<file path="src/rtl/core/trbg_pkg.sv">
// Package for the two-region blended gamma mapper: widths, codes and
// the payload types of the pipeline stages. No dependencies.
package trbg_pkg;

  localparam int PixW         = 8;
  localparam int ReqW         = 2;
  localparam int CfgIdxW      = 2;
  localparam int TableDepth   = 256;
  localparam int AddrW        = $clog2(TableDepth);
  localparam int ProdW        = 2 * PixW;
  localparam int NumFrontStg  = 3;
  localparam int NumDivStg    = PixW;
  localparam int NumStages    = NumFrontStg + NumDivStg + 1;

  localparam logic [CfgIdxW-1:0] CfgThreshold = 2'd0;
  localparam logic [CfgIdxW-1:0] CfgWidth     = 2'd1;

  localparam logic [PixW-1:0] ThresholdRst = 8'd128;
  localparam logic [PixW-1:0] WidthRst     = 8'd0;
  localparam logic [PixW-1:0] PixMax       = 8'd255;

  typedef enum logic [ReqW-1:0] {
    ReqPixel  = 2'd0,
    ReqDark   = 2'd1,
    ReqBright = 2'd2
  } req_e;

  typedef enum logic [1:0] {
    SelDark   = 2'd0,
    SelBright = 2'd1,
    SelBlend  = 2'd2
  } sel_e;

  // Table write request toward the memories.
  typedef struct packed {
    logic             dark_we;
    logic             bright_we;
    logic [AddrW-1:0] addr;
    logic [PixW-1:0]  data;
  } tbl_wr_t;

  // Window position of one pixel.
  typedef struct packed {
    sel_e            sel;
    logic [PixW-1:0] dist_end;
    logic [PixW-1:0] dist_start;
    logic [PixW-1:0] den;
  } win_t;

  typedef struct packed {
    sel_e             sel;
    logic [PixW-1:0]  den;
    logic [ProdW-1:0] prod_dark;
    logic [ProdW-1:0] prod_bright;
    logic [PixW-1:0]  dark;
    logic [PixW-1:0]  bright;
  } mul_t;

  typedef struct packed {
    sel_e             sel;
    logic [PixW-1:0]  den;
    logic [ProdW-1:0] num;
    logic [PixW-1:0]  dark;
    logic [PixW-1:0]  bright;
  } sum_t;

  // One step of the restoring divider.
  typedef struct packed {
    sel_e            sel;
    logic [PixW-1:0] den;
    logic [PixW-1:0] rem;
    logic [PixW-1:0] num_lo;
    logic [PixW-1:0] quo;
    logic [PixW-1:0] dark;
    logic [PixW-1:0] bright;
  } div_t;

endpackage

</file>
<file path="src/rtl/core/trbg_if.sv">
// Valid/ready channel interfaces of the gamma mapper: pixel and table
// requests in, corrected pixels out, register writes. Uses trbg_pkg.
interface trbg_in_if import trbg_pkg::*; ();
  logic            valid;
  logic            ready;
  logic [ReqW-1:0] req_type;
  logic [PixW-1:0] pixel;
  logic [PixW-1:0] entry_index;
  logic [PixW-1:0] entry_value;

  modport source (output valid, req_type, pixel, entry_index, entry_value,
                  input ready);
  modport sink (input valid, req_type, pixel, entry_index, entry_value,
                output ready);
endinterface

interface trbg_out_if import trbg_pkg::*; ();
  logic            valid;
  logic            ready;
  logic [PixW-1:0] corrected_pixel;

  modport source (output valid, corrected_pixel, input ready);
  modport sink (input valid, corrected_pixel, output ready);
endinterface

interface trbg_cfg_if import trbg_pkg::*; ();
  logic               valid;
  logic               ready;
  logic [CfgIdxW-1:0] index;
  logic [PixW-1:0]    data;

  modport source (output valid, index, data, input ready);
  modport sink (input valid, index, data, output ready);
endinterface

</file>
<file path="src/rtl/core/trbg_tables.sv">
// Dark and bright gamma tables with one write and one registered read
// port each. Uses trbg_pkg.
module trbg_tables import trbg_pkg::*; (
  input  logic             clk_i,
  input  tbl_wr_t          wr_i,
  input  logic             rd_en_i,
  input  logic [AddrW-1:0] rd_addr_i,
  output logic [PixW-1:0]  dark_o,
  output logic [PixW-1:0]  bright_o
);

  logic [PixW-1:0] dark_mem   [TableDepth];
  logic [PixW-1:0] bright_mem [TableDepth];
  logic [PixW-1:0] dark_q;
  logic [PixW-1:0] bright_q;

  always_ff @(posedge clk_i) begin
    if (wr_i.dark_we) begin
      dark_mem[wr_i.addr] <= wr_i.data;
    end
    if (wr_i.bright_we) begin
      bright_mem[wr_i.addr] <= wr_i.data;
    end
  end

  // Read data holds while the first stage is stalled.
  always_ff @(posedge clk_i) begin
    if (rd_en_i) begin
      dark_q   <= dark_mem[rd_addr_i];
      bright_q <= bright_mem[rd_addr_i];
    end
  end

  assign dark_o   = dark_q;
  assign bright_o = bright_q;

endmodule

</file>
<file path="src/rtl/core/trbg_front.sv">
// Front of the gamma pipeline: window classification, the two weight
// products and their sum. Uses trbg_pkg.
module trbg_front import trbg_pkg::*; (
  input  logic                   clk_i,
  input  logic [NumFrontStg-1:0] en_i,
  input  logic [PixW-1:0]        pixel_i,
  input  logic [PixW-1:0]        threshold_i,
  input  logic [PixW-1:0]        width_i,
  input  logic [PixW-1:0]        dark_i,
  input  logic [PixW-1:0]        bright_i,
  output div_t                   div_o
);

  logic [PixW-2:0]  half;
  logic [PixW-1:0]  win_start;
  logic [PixW:0]    end_sum;
  logic [PixW-1:0]  win_end;
  logic [ProdW-1:0] num_full;
  win_t             win_d;
  win_t             win_q;
  mul_t             mul_q;
  sum_t             sum_q;

  always_comb begin
    half      = width_i[PixW-1:1];
    win_start = (threshold_i > {1'b0, half}) ? (threshold_i - {1'b0, half}) : '0;
    end_sum   = {1'b0, threshold_i} + {2'b00, half};
    win_end   = end_sum[PixW] ? PixMax : end_sum[PixW-1:0];

    if (pixel_i <= win_start) begin
      win_d.sel = SelDark;
    end else if (pixel_i >= win_end) begin
      win_d.sel = SelBright;
    end else begin
      win_d.sel = SelBlend;
    end
    // Only meaningful for the blend case; wraps harmlessly otherwise.
    win_d.dist_end   = win_end - pixel_i;
    win_d.dist_start = pixel_i - win_start;
    win_d.den        = win_end - win_start;
  end

  always_ff @(posedge clk_i) begin
    if (en_i[0]) begin
      win_q <= win_d;
    end
  end

  always_ff @(posedge clk_i) begin
    if (en_i[1]) begin
      mul_q.sel         <= win_q.sel;
      mul_q.den         <= win_q.den;
      mul_q.prod_dark   <= ProdW'(win_q.dist_end) * ProdW'(dark_i);
      mul_q.prod_bright <= ProdW'(win_q.dist_start) * ProdW'(bright_i);
      mul_q.dark        <= dark_i;
      mul_q.bright      <= bright_i;
    end
  end

  // In the blend case the sum is at most 255 times the divisor and fits.
  assign num_full = mul_q.prod_dark + mul_q.prod_bright;

  always_ff @(posedge clk_i) begin
    if (en_i[2]) begin
      sum_q.sel    <= mul_q.sel;
      sum_q.den    <= mul_q.den;
      sum_q.num    <= num_full;
      sum_q.dark   <= mul_q.dark;
      sum_q.bright <= mul_q.bright;
    end
  end

  // In the blend case the numerator is below 256 times the divisor, so the
  // upper byte already is a valid partial remainder.
  always_comb begin
    div_o.sel    = sum_q.sel;
    div_o.den    = sum_q.den;
    div_o.rem    = sum_q.num[ProdW-1:PixW];
    div_o.num_lo = sum_q.num[PixW-1:0];
    div_o.quo    = '0;
    div_o.dark   = sum_q.dark;
    div_o.bright = sum_q.bright;
  end

endmodule

</file>
<file path="src/rtl/core/trbg_div_stage.sv">
// One registered step of the restoring divider: brings down one numerator
// bit and produces one quotient bit. Uses trbg_pkg.
module trbg_div_stage import trbg_pkg::*; (
  input  logic clk_i,
  input  logic en_i,
  input  div_t stage_i,
  output div_t stage_o
);

  logic [PixW:0] trial;
  logic [PixW:0] diff;
  logic          take;
  div_t          stage_d;
  div_t          stage_q;

  always_comb begin
    trial = {stage_i.rem, stage_i.num_lo[PixW-1]};
    diff  = trial - {1'b0, stage_i.den};
    take  = (trial >= {1'b0, stage_i.den});

    stage_d        = stage_i;
    stage_d.rem    = take ? diff[PixW-1:0] : trial[PixW-1:0];
    stage_d.num_lo = {stage_i.num_lo[PixW-2:0], 1'b0};
    stage_d.quo    = {stage_i.quo[PixW-2:0], take};
  end

  always_ff @(posedge clk_i) begin
    if (en_i) begin
      stage_q <= stage_d;
    end
  end

  assign stage_o = stage_q;

endmodule

</file>
<file path="src/rtl/core/two_region_blended_gamma.sv">
// Top level of the two-region blended gamma mapper: handshakes, register
// file, pipeline valid chain and the rounding output stage.
// Uses trbg_pkg, trbg_if, trbg_tables, trbg_front and trbg_div_stage.
//
//   channel     dir  modport  payload
//   in_chan_i   in   sink     req_type, pixel, entry_index, entry_value
//   out_chan_o  out  source   corrected_pixel
//   cfg_chan_i  in   sink     index, data
//
// One request per cycle is taken while in_chan_i.ready is high; an accepted
// pixel passes through the table read, the multiply and add stages, the eight
// one-bit divider stages and the output register before it leaves. Table
// writes finish at acceptance and produce no result.
// Reset clears the valid bits and the registers to threshold 128, width 0;
// the tables are not cleared. A stall on the output fills bubbles first.
module two_region_blended_gamma import trbg_pkg::*; (
  input logic       clk_i,
  input logic       rst_ni,
  trbg_in_if.sink   in_chan_i,
  trbg_out_if.source out_chan_o,
  trbg_cfg_if.sink  cfg_chan_i
);

  logic [PixW-1:0]      threshold_q;
  logic [PixW-1:0]      width_q;
  logic [NumStages-1:0] vld_q;
  logic [NumStages-1:0] en;
  logic                 in_acc;
  logic                 pix_acc;
  tbl_wr_t              tbl_wr;
  logic [PixW-1:0]      tbl_dark;
  logic [PixW-1:0]      tbl_bright;
  div_t                 div_s [NumDivStg+1];
  div_t                 last;
  logic                 round_up;
  logic [PixW:0]        quo_sum;
  logic [PixW-1:0]      blend_val;
  logic [PixW-1:0]      out_d;
  logic [PixW-1:0]      out_q;

  // Register writes; any index outside the list is dropped.
  assign cfg_chan_i.ready = 1'b1;

  always_ff @(posedge clk_i or negedge rst_ni) begin
    if (!rst_ni) begin
      threshold_q <= ThresholdRst;
      width_q     <= WidthRst;
    end else if (cfg_chan_i.valid) begin
      if (cfg_chan_i.index == CfgThreshold) begin
        threshold_q <= cfg_chan_i.data;
      end else if (cfg_chan_i.index == CfgWidth) begin
        width_q <= cfg_chan_i.data;
      end
    end
  end

  // A stage may load when it is empty or its content moves on.
  assign en[NumStages-1] = !vld_q[NumStages-1] || out_chan_o.ready;
  for (genvar k = 0; k < NumStages - 1; k++) begin : g_en
    assign en[k] = !vld_q[k] || en[k+1];
  end

  assign in_chan_i.ready = en[0];
  assign in_acc  = in_chan_i.valid && en[0];
  assign pix_acc = in_acc && (in_chan_i.req_type == ReqPixel);

  always_ff @(posedge clk_i or negedge rst_ni) begin
    if (!rst_ni) begin
      vld_q <= '0;
    end else begin
      if (en[0]) begin
        vld_q[0] <= pix_acc;
      end
      for (int k = 1; k < NumStages; k++) begin
        if (en[k]) begin
          vld_q[k] <= vld_q[k-1];
        end
      end
    end
  end

  always_comb begin
    tbl_wr.dark_we   = in_acc && (in_chan_i.req_type == ReqDark);
    tbl_wr.bright_we = in_acc && (in_chan_i.req_type == ReqBright);
    tbl_wr.addr      = in_chan_i.entry_index;
    tbl_wr.data      = in_chan_i.entry_value;
  end

  trbg_tables u_tables (
    .clk_i     (clk_i),
    .wr_i      (tbl_wr),
    .rd_en_i   (en[0]),
    .rd_addr_i (in_chan_i.pixel),
    .dark_o    (tbl_dark),
    .bright_o  (tbl_bright)
  );

  trbg_front u_front (
    .clk_i       (clk_i),
    .en_i        (en[NumFrontStg-1:0]),
    .pixel_i     (in_chan_i.pixel),
    .threshold_i (threshold_q),
    .width_i     (width_q),
    .dark_i      (tbl_dark),
    .bright_i    (tbl_bright),
    .div_o       (div_s[0])
  );

  for (genvar i = 0; i < NumDivStg; i++) begin : g_div
    trbg_div_stage u_div (
      .clk_i   (clk_i),
      .en_i    (en[NumFrontStg+i]),
      .stage_i (div_s[i]),
      .stage_o (div_s[i+1])
    );
  end

  // Round to nearest, ties to even, on the final remainder.
  always_comb begin
    last     = div_s[NumDivStg];
    round_up = ({last.rem, 1'b0} > {1'b0, last.den})
            || (({last.rem, 1'b0} == {1'b0, last.den}) && last.quo[0]);
    quo_sum  = {1'b0, last.quo} + {{PixW{1'b0}}, round_up};
    blend_val = quo_sum[PixW] ? PixMax : quo_sum[PixW-1:0];

    unique case (last.sel)
      SelDark:   out_d = last.dark;
      SelBright: out_d = last.bright;
      SelBlend:  out_d = blend_val;
      default:   out_d = last.dark;
    endcase
  end

  always_ff @(posedge clk_i) begin
    if (en[NumStages-1]) begin
      out_q <= out_d;
    end
  end

  assign out_chan_o.valid           = vld_q[NumStages-1];
  assign out_chan_o.corrected_pixel = out_q;

endmodule

</file>
<file path="src/flat_wrapper.sv">
// flat-port wrapper written by rule: the top's interface ports become plain ports
module two_region_blended_gamma_flat import trbg_pkg::*;
  (clk_i, rst_ni, in_chan_i_valid, in_chan_i_req_type, in_chan_i_pixel, in_chan_i_entry_index, in_chan_i_entry_value, in_chan_i_ready, out_chan_o_valid, out_chan_o_corrected_pixel, out_chan_o_ready, cfg_chan_i_valid, cfg_chan_i_index, cfg_chan_i_data, cfg_chan_i_ready);
  trbg_in_if in_chan_i_i ();
  trbg_out_if out_chan_o_i ();
  trbg_cfg_if cfg_chan_i_i ();
  input logic clk_i;
  input logic rst_ni;
  input wire logic [$bits(in_chan_i_i.valid)-1:0] in_chan_i_valid;
  input wire logic [$bits(in_chan_i_i.req_type)-1:0] in_chan_i_req_type;
  input wire logic [$bits(in_chan_i_i.pixel)-1:0] in_chan_i_pixel;
  input wire logic [$bits(in_chan_i_i.entry_index)-1:0] in_chan_i_entry_index;
  input wire logic [$bits(in_chan_i_i.entry_value)-1:0] in_chan_i_entry_value;
  output wire logic [$bits(in_chan_i_i.ready)-1:0] in_chan_i_ready;
  output wire logic [$bits(out_chan_o_i.valid)-1:0] out_chan_o_valid;
  output wire logic [$bits(out_chan_o_i.corrected_pixel)-1:0] out_chan_o_corrected_pixel;
  input wire logic [$bits(out_chan_o_i.ready)-1:0] out_chan_o_ready;
  input wire logic [$bits(cfg_chan_i_i.valid)-1:0] cfg_chan_i_valid;
  input wire logic [$bits(cfg_chan_i_i.index)-1:0] cfg_chan_i_index;
  input wire logic [$bits(cfg_chan_i_i.data)-1:0] cfg_chan_i_data;
  output wire logic [$bits(cfg_chan_i_i.ready)-1:0] cfg_chan_i_ready;
  assign in_chan_i_i.valid = in_chan_i_valid;
  assign in_chan_i_i.req_type = in_chan_i_req_type;
  assign in_chan_i_i.pixel = in_chan_i_pixel;
  assign in_chan_i_i.entry_index = in_chan_i_entry_index;
  assign in_chan_i_i.entry_value = in_chan_i_entry_value;
  assign in_chan_i_ready = in_chan_i_i.ready;
  assign out_chan_o_valid = out_chan_o_i.valid;
  assign out_chan_o_corrected_pixel = out_chan_o_i.corrected_pixel;
  assign out_chan_o_i.ready = out_chan_o_ready;
  assign cfg_chan_i_i.valid = cfg_chan_i_valid;
  assign cfg_chan_i_i.index = cfg_chan_i_index;
  assign cfg_chan_i_i.data = cfg_chan_i_data;
  assign cfg_chan_i_ready = cfg_chan_i_i.ready;
  two_region_blended_gamma u_core (.clk_i(clk_i), .rst_ni(rst_ni), .in_chan_i(in_chan_i_i), .out_chan_o(out_chan_o_i), .cfg_chan_i(cfg_chan_i_i));
endmodule
</file>
<file path="config.mk">
export PLATFORM = sky130hd
export DESIGN_NAME = two_region_blended_gamma_flat
export DESIGN_NICKNAME = d
export VERILOG_FILES = /design/src/rtl/core/trbg_pkg.sv /design/src/rtl/core/trbg_if.sv /design/src/rtl/core/trbg_tables.sv /design/src/rtl/core/trbg_front.sv /design/src/rtl/core/trbg_div_stage.sv /design/src/rtl/core/two_region_blended_gamma.sv /design/src/flat_wrapper.sv
export SDC_FILE = /design/constraint.sdc
export NUM_CORES = 2
export LEC_CHECK = 0
export BUFFER_PORTS_ARGS = -buffer_cell sky130_fd_sc_hd__buf_2
export CELL_PAD_IN_SITES_DETAIL_PLACEMENT = 0
export CELL_PAD_IN_SITES_GLOBAL_PLACEMENT = 1
export CORE_MARGIN = 2
export CORE_UTILIZATION = 52
export CTS_CLUSTER_DIAMETER = 120
export DETAILED_ROUTE_END_ITERATION = 8
export PLACE_DENSITY_LB_ADDON = 0.1
export SLEW_MARGIN = 20
export SYNTH_ARGS = -nofsm -noshare
export SYNTH_HDL_FRONTEND = slang
export SYNTH_HIERARCHICAL = 1
export SYNTH_SLANG_ARGS = --single-unit
</file>
<file path="constraint.sdc">
create_clock -name clk_i -period 6.4 [get_ports clk_i]
set_input_delay 0.32 -clock clk_i [delete_from_list [all_inputs] [get_ports clk_i]]
set_output_delay 0.32 -clock clk_i [all_outputs]
set_load 0.1 [all_outputs]
</file>
==> summary.md <==
| Metric | Value |
|---|---|
| Total clock buffers created by CTS | `470` |
| Hold WC Path Type | `in -> reg` |
| Outcome | `finished, final reports clean` |
| Weighted congestion reported at the end of routability-driven placement | `0.8635` |
| Worst setup path end | `u_core/u_front/mul_q[44]` |
| Vias in the first global route | `94119` |
| Number of cell instances on the worst register-to-register path | `13` |
| Aggregate negative setup slack | `0 ns` |
| Routed wire length on met2 | `221500 µm` |
| Core outline area | `356500 µm²` |
| Total length of routed wires | `476900 µm` |
| Via Count | `95262` |
| Post-CTS resize count | `0` |
| Top Ports | `52` |
| Overall global routing resource usage | `26.04%` |
| Data arrival at the endpoint of the critical path | `5.32 ns` |
| Lkg Pwr | `68.38 nW` |
| Max-cap violations | `0` |
| Clock Pin Slew Worst Setup and Hold Paths | `0.06 ns` |
| Worst hold slack after final layout | `0.08203 ns` |
| Endpoint class of the critical path | `register` |
| Global-route wire length before repair | `684300 µm` |
| Syn_area_per_cell | `19.23 µm²` |
| Sum of met3 wire segment lengths after detailed routing | `36710 µm` |
| Row Count | `219` |
| Via-per-instance ratio | `6.315` |
| Starting density of the core | `52.32%` |
| Die height | `602.9 µm` |
| Pin count of the biggest net entering global routing | `190` |
| Slew Limit Headroom | `17.92%` |
| DR top layer | `met5` |
| First-pass detailed-route iteration total | `7` |
| Maximum number of buffers from clock root to sink | `4` |
| Routed wire length per instance | `31.61 µm` |
| Time the worst path needs with I/O delays and setup | `4.593 ns` |
| Biggest fanout along the worst timing path | `9` |
| Area delta synth->final | `11.50%` |
| Power density over the cells | `386.9 nW/µm²` |
| Mapped Area | `186500 µm²` |
| Transition time at the pin with the least slew margin | `1.222 ns` |
| Final design area excluding fillers | `208000 µm²` |
| Overall power after layout | `80.46 mW` |
| Critical path launch point | `u_core/u_tables/dark_o[4]` |
| Total Die Area | `363500 µm²` |
| Number of antenna-violating nets in the routed design | `0` |
| RSZ-0062 raised after global routing | `no` |
| Met1 wire length | `204600 µm` |
| Clock H-tree levels | `5` |
| Count of final setup violators | `0` |
| Initial detailed-routing violation count | `11571` |
| Endpoint of the worst register-to-register path | `u_core/u_front/mul_q[44]` |
| Insertion delay to the later sink of the worst-skew pair | `1.01 ns` |
| Net count of the finished layout | `10251` |
| Cell count after synthesis | `9696` |
| Worst R2R Setup Slack | `1.81 ns` |
| Final setup skew | `0.05821 ns` |
| Die width | `602.9 µm` |
| Peak supply drop | `0.5628 mV` |
| Clock tree from TritonCTS | `yes` |
| CTS sink cnt | `4609` |
| Area post-placement | `192200 µm²` |
| Launch instance of the worst register-to-register path | `u_core/u_tables/dark_o[4]` |
| Antenna violations before repair | `24` |
| Max-slew violation count | `0` |
| Gr ovfl total | `0` |
| Port Buffers | `50` |
| Critical path data required time | `7.12 ns` |
| Final critical-path share of the clock period | `71.77%` |
| Worst setup path category | `reg -> reg` |
| YS warnings | `6` |
| Cell chosen for the clock root | `sky130_fd_sc_hd__clkbuf_16` |
| Type of origin of the critical path | `register` |
| Net Count, Synth | `10022` |
| Share of post-route cells with drive strength above 1 | `18.70%` |
| Upper clock frequency limit | `217.7 MHz` |
| Final Hold Violating Endpoints | `0` |
| Half-perimeter wire length of the detailed placement result | `292600 µm` |
| Post-route DRC violation count | `0` |
[metal layers]
metal	up-vias	track usage, %
met2	3971	40.39
met5	-	0.2246
met1	50558	38.81
li1	40029	-
met3	696	3.914
met4	8	7.252
[registers in the layout, summed over array words and instances, names as in the netlist, 12 cells and up]
| signal | count |
|---|---|
| u_core/u_front/div_o | 42 |
| u_core/u_tables/bright_mem | 2048 |
| u_core/u_tables/dark_mem | 2048 |
| u_core/u_front/mul_q | 58 |
| u_core/vld_q | 12 |
| u_core/u_front/win_q | 26 |
| u_core/g_div.u_div/stage_o | 336 |
[worst min-delay path by stage]
stage                                       from                                 to  slack (ns)  cells after the start
2_1_floorplan                             rst_ni              u_core/threshold_q[0]        0.02                      0
3_3_place_gp   u_core/g_div[1].u_div/stage_o[16]  u_core/g_div[2].u_div/stage_o[17]        0.40                      0
3_5_place_dp            u_core/u_front/div_o[13]  u_core/g_div[0].u_div/stage_o[13]        0.40                      0
4_1_cts                      cfg_chan_i_index[0]                  u_core/width_q[1]        0.01                      3
5_1_grt                      cfg_chan_i_index[0]                  u_core/width_q[1]        0.09                      3
6_report                     cfg_chan_i_index[0]                  u_core/width_q[7]        0.08                      3
[cell usage in the layout, fill, tap and decap left out, drive strengths merged, types with 148 or more instances in the layout]
cell type  count
nor2         599
mux2i        640
mux4         784
clkbuf       581
inv          283
o221ai       269
edfxtp      4582
o22ai        173
a21oi        278
buf          254
nor3         148
ha           199
nand2        188
clkinv       202
[critical path, cell delays in order, from the launching register on]
cell	delay, ns
sky130_fd_sc_hd__edfxtp_1	0.53
sky130_fd_sc_hd__and2_1	0.24
sky130_fd_sc_hd__fa_1	0.55
sky130_fd_sc_hd__fa_1	0.44
sky130_fd_sc_hd__fa_1	0.56
sky130_fd_sc_hd__inv_1	0.06
sky130_fd_sc_hd__fa_1	0.52
sky130_fd_sc_hd__inv_1	0.04
sky130_fd_sc_hd__ha_1	0.24
sky130_fd_sc_hd__or3_1	0.39
sky130_fd_sc_hd__a211oi_1	0.37
sky130_fd_sc_hd__o31ai_1	0.12
sky130_fd_sc_hd__a21oi_1	0.18
sky130_fd_sc_hd__xnor2_1	0.08
[where the power goes]
| group | switching, mW | internal, mW |
|---|---|---|
| combinational | 9.71 | 6.97 |
| clock | 11.5 | 15.9 |
| sequential | 0.831 | 35.5 |
[what timing repair did]
item,in CTS,in global routing
endpoints found under the hold margin,708,0
setup buffers,0,0
hold buffers,25,0
endpoints found under the setup margin,0,0
[through the flow]
stage,util [%],setup WS [ns],instances
final,58.33,1.807,15086
after global routing,58.33,1.588,15083
after CTS,58.32,1.806,15079
after detailed placement,53.93,1.671,14179
after global placement,53.91,1.567,14178
after floorplan,-,1.306,9696
[final cells by class]
cell class | count | area [µm²]
clock inverters | 294 | 2984
diodes | 7 | 17.52
well taps | 4751 | 5944
inverters | 268 | 1018
flip-flops and latches | 4609 | 138300
clock buffers | 581 | 12440
repair buffers | 278 | 2805
multi-input cells | 4298 | 44480
fillers | 25969 | 148500
Note: power is estimated with default switching activity, not from simulation.
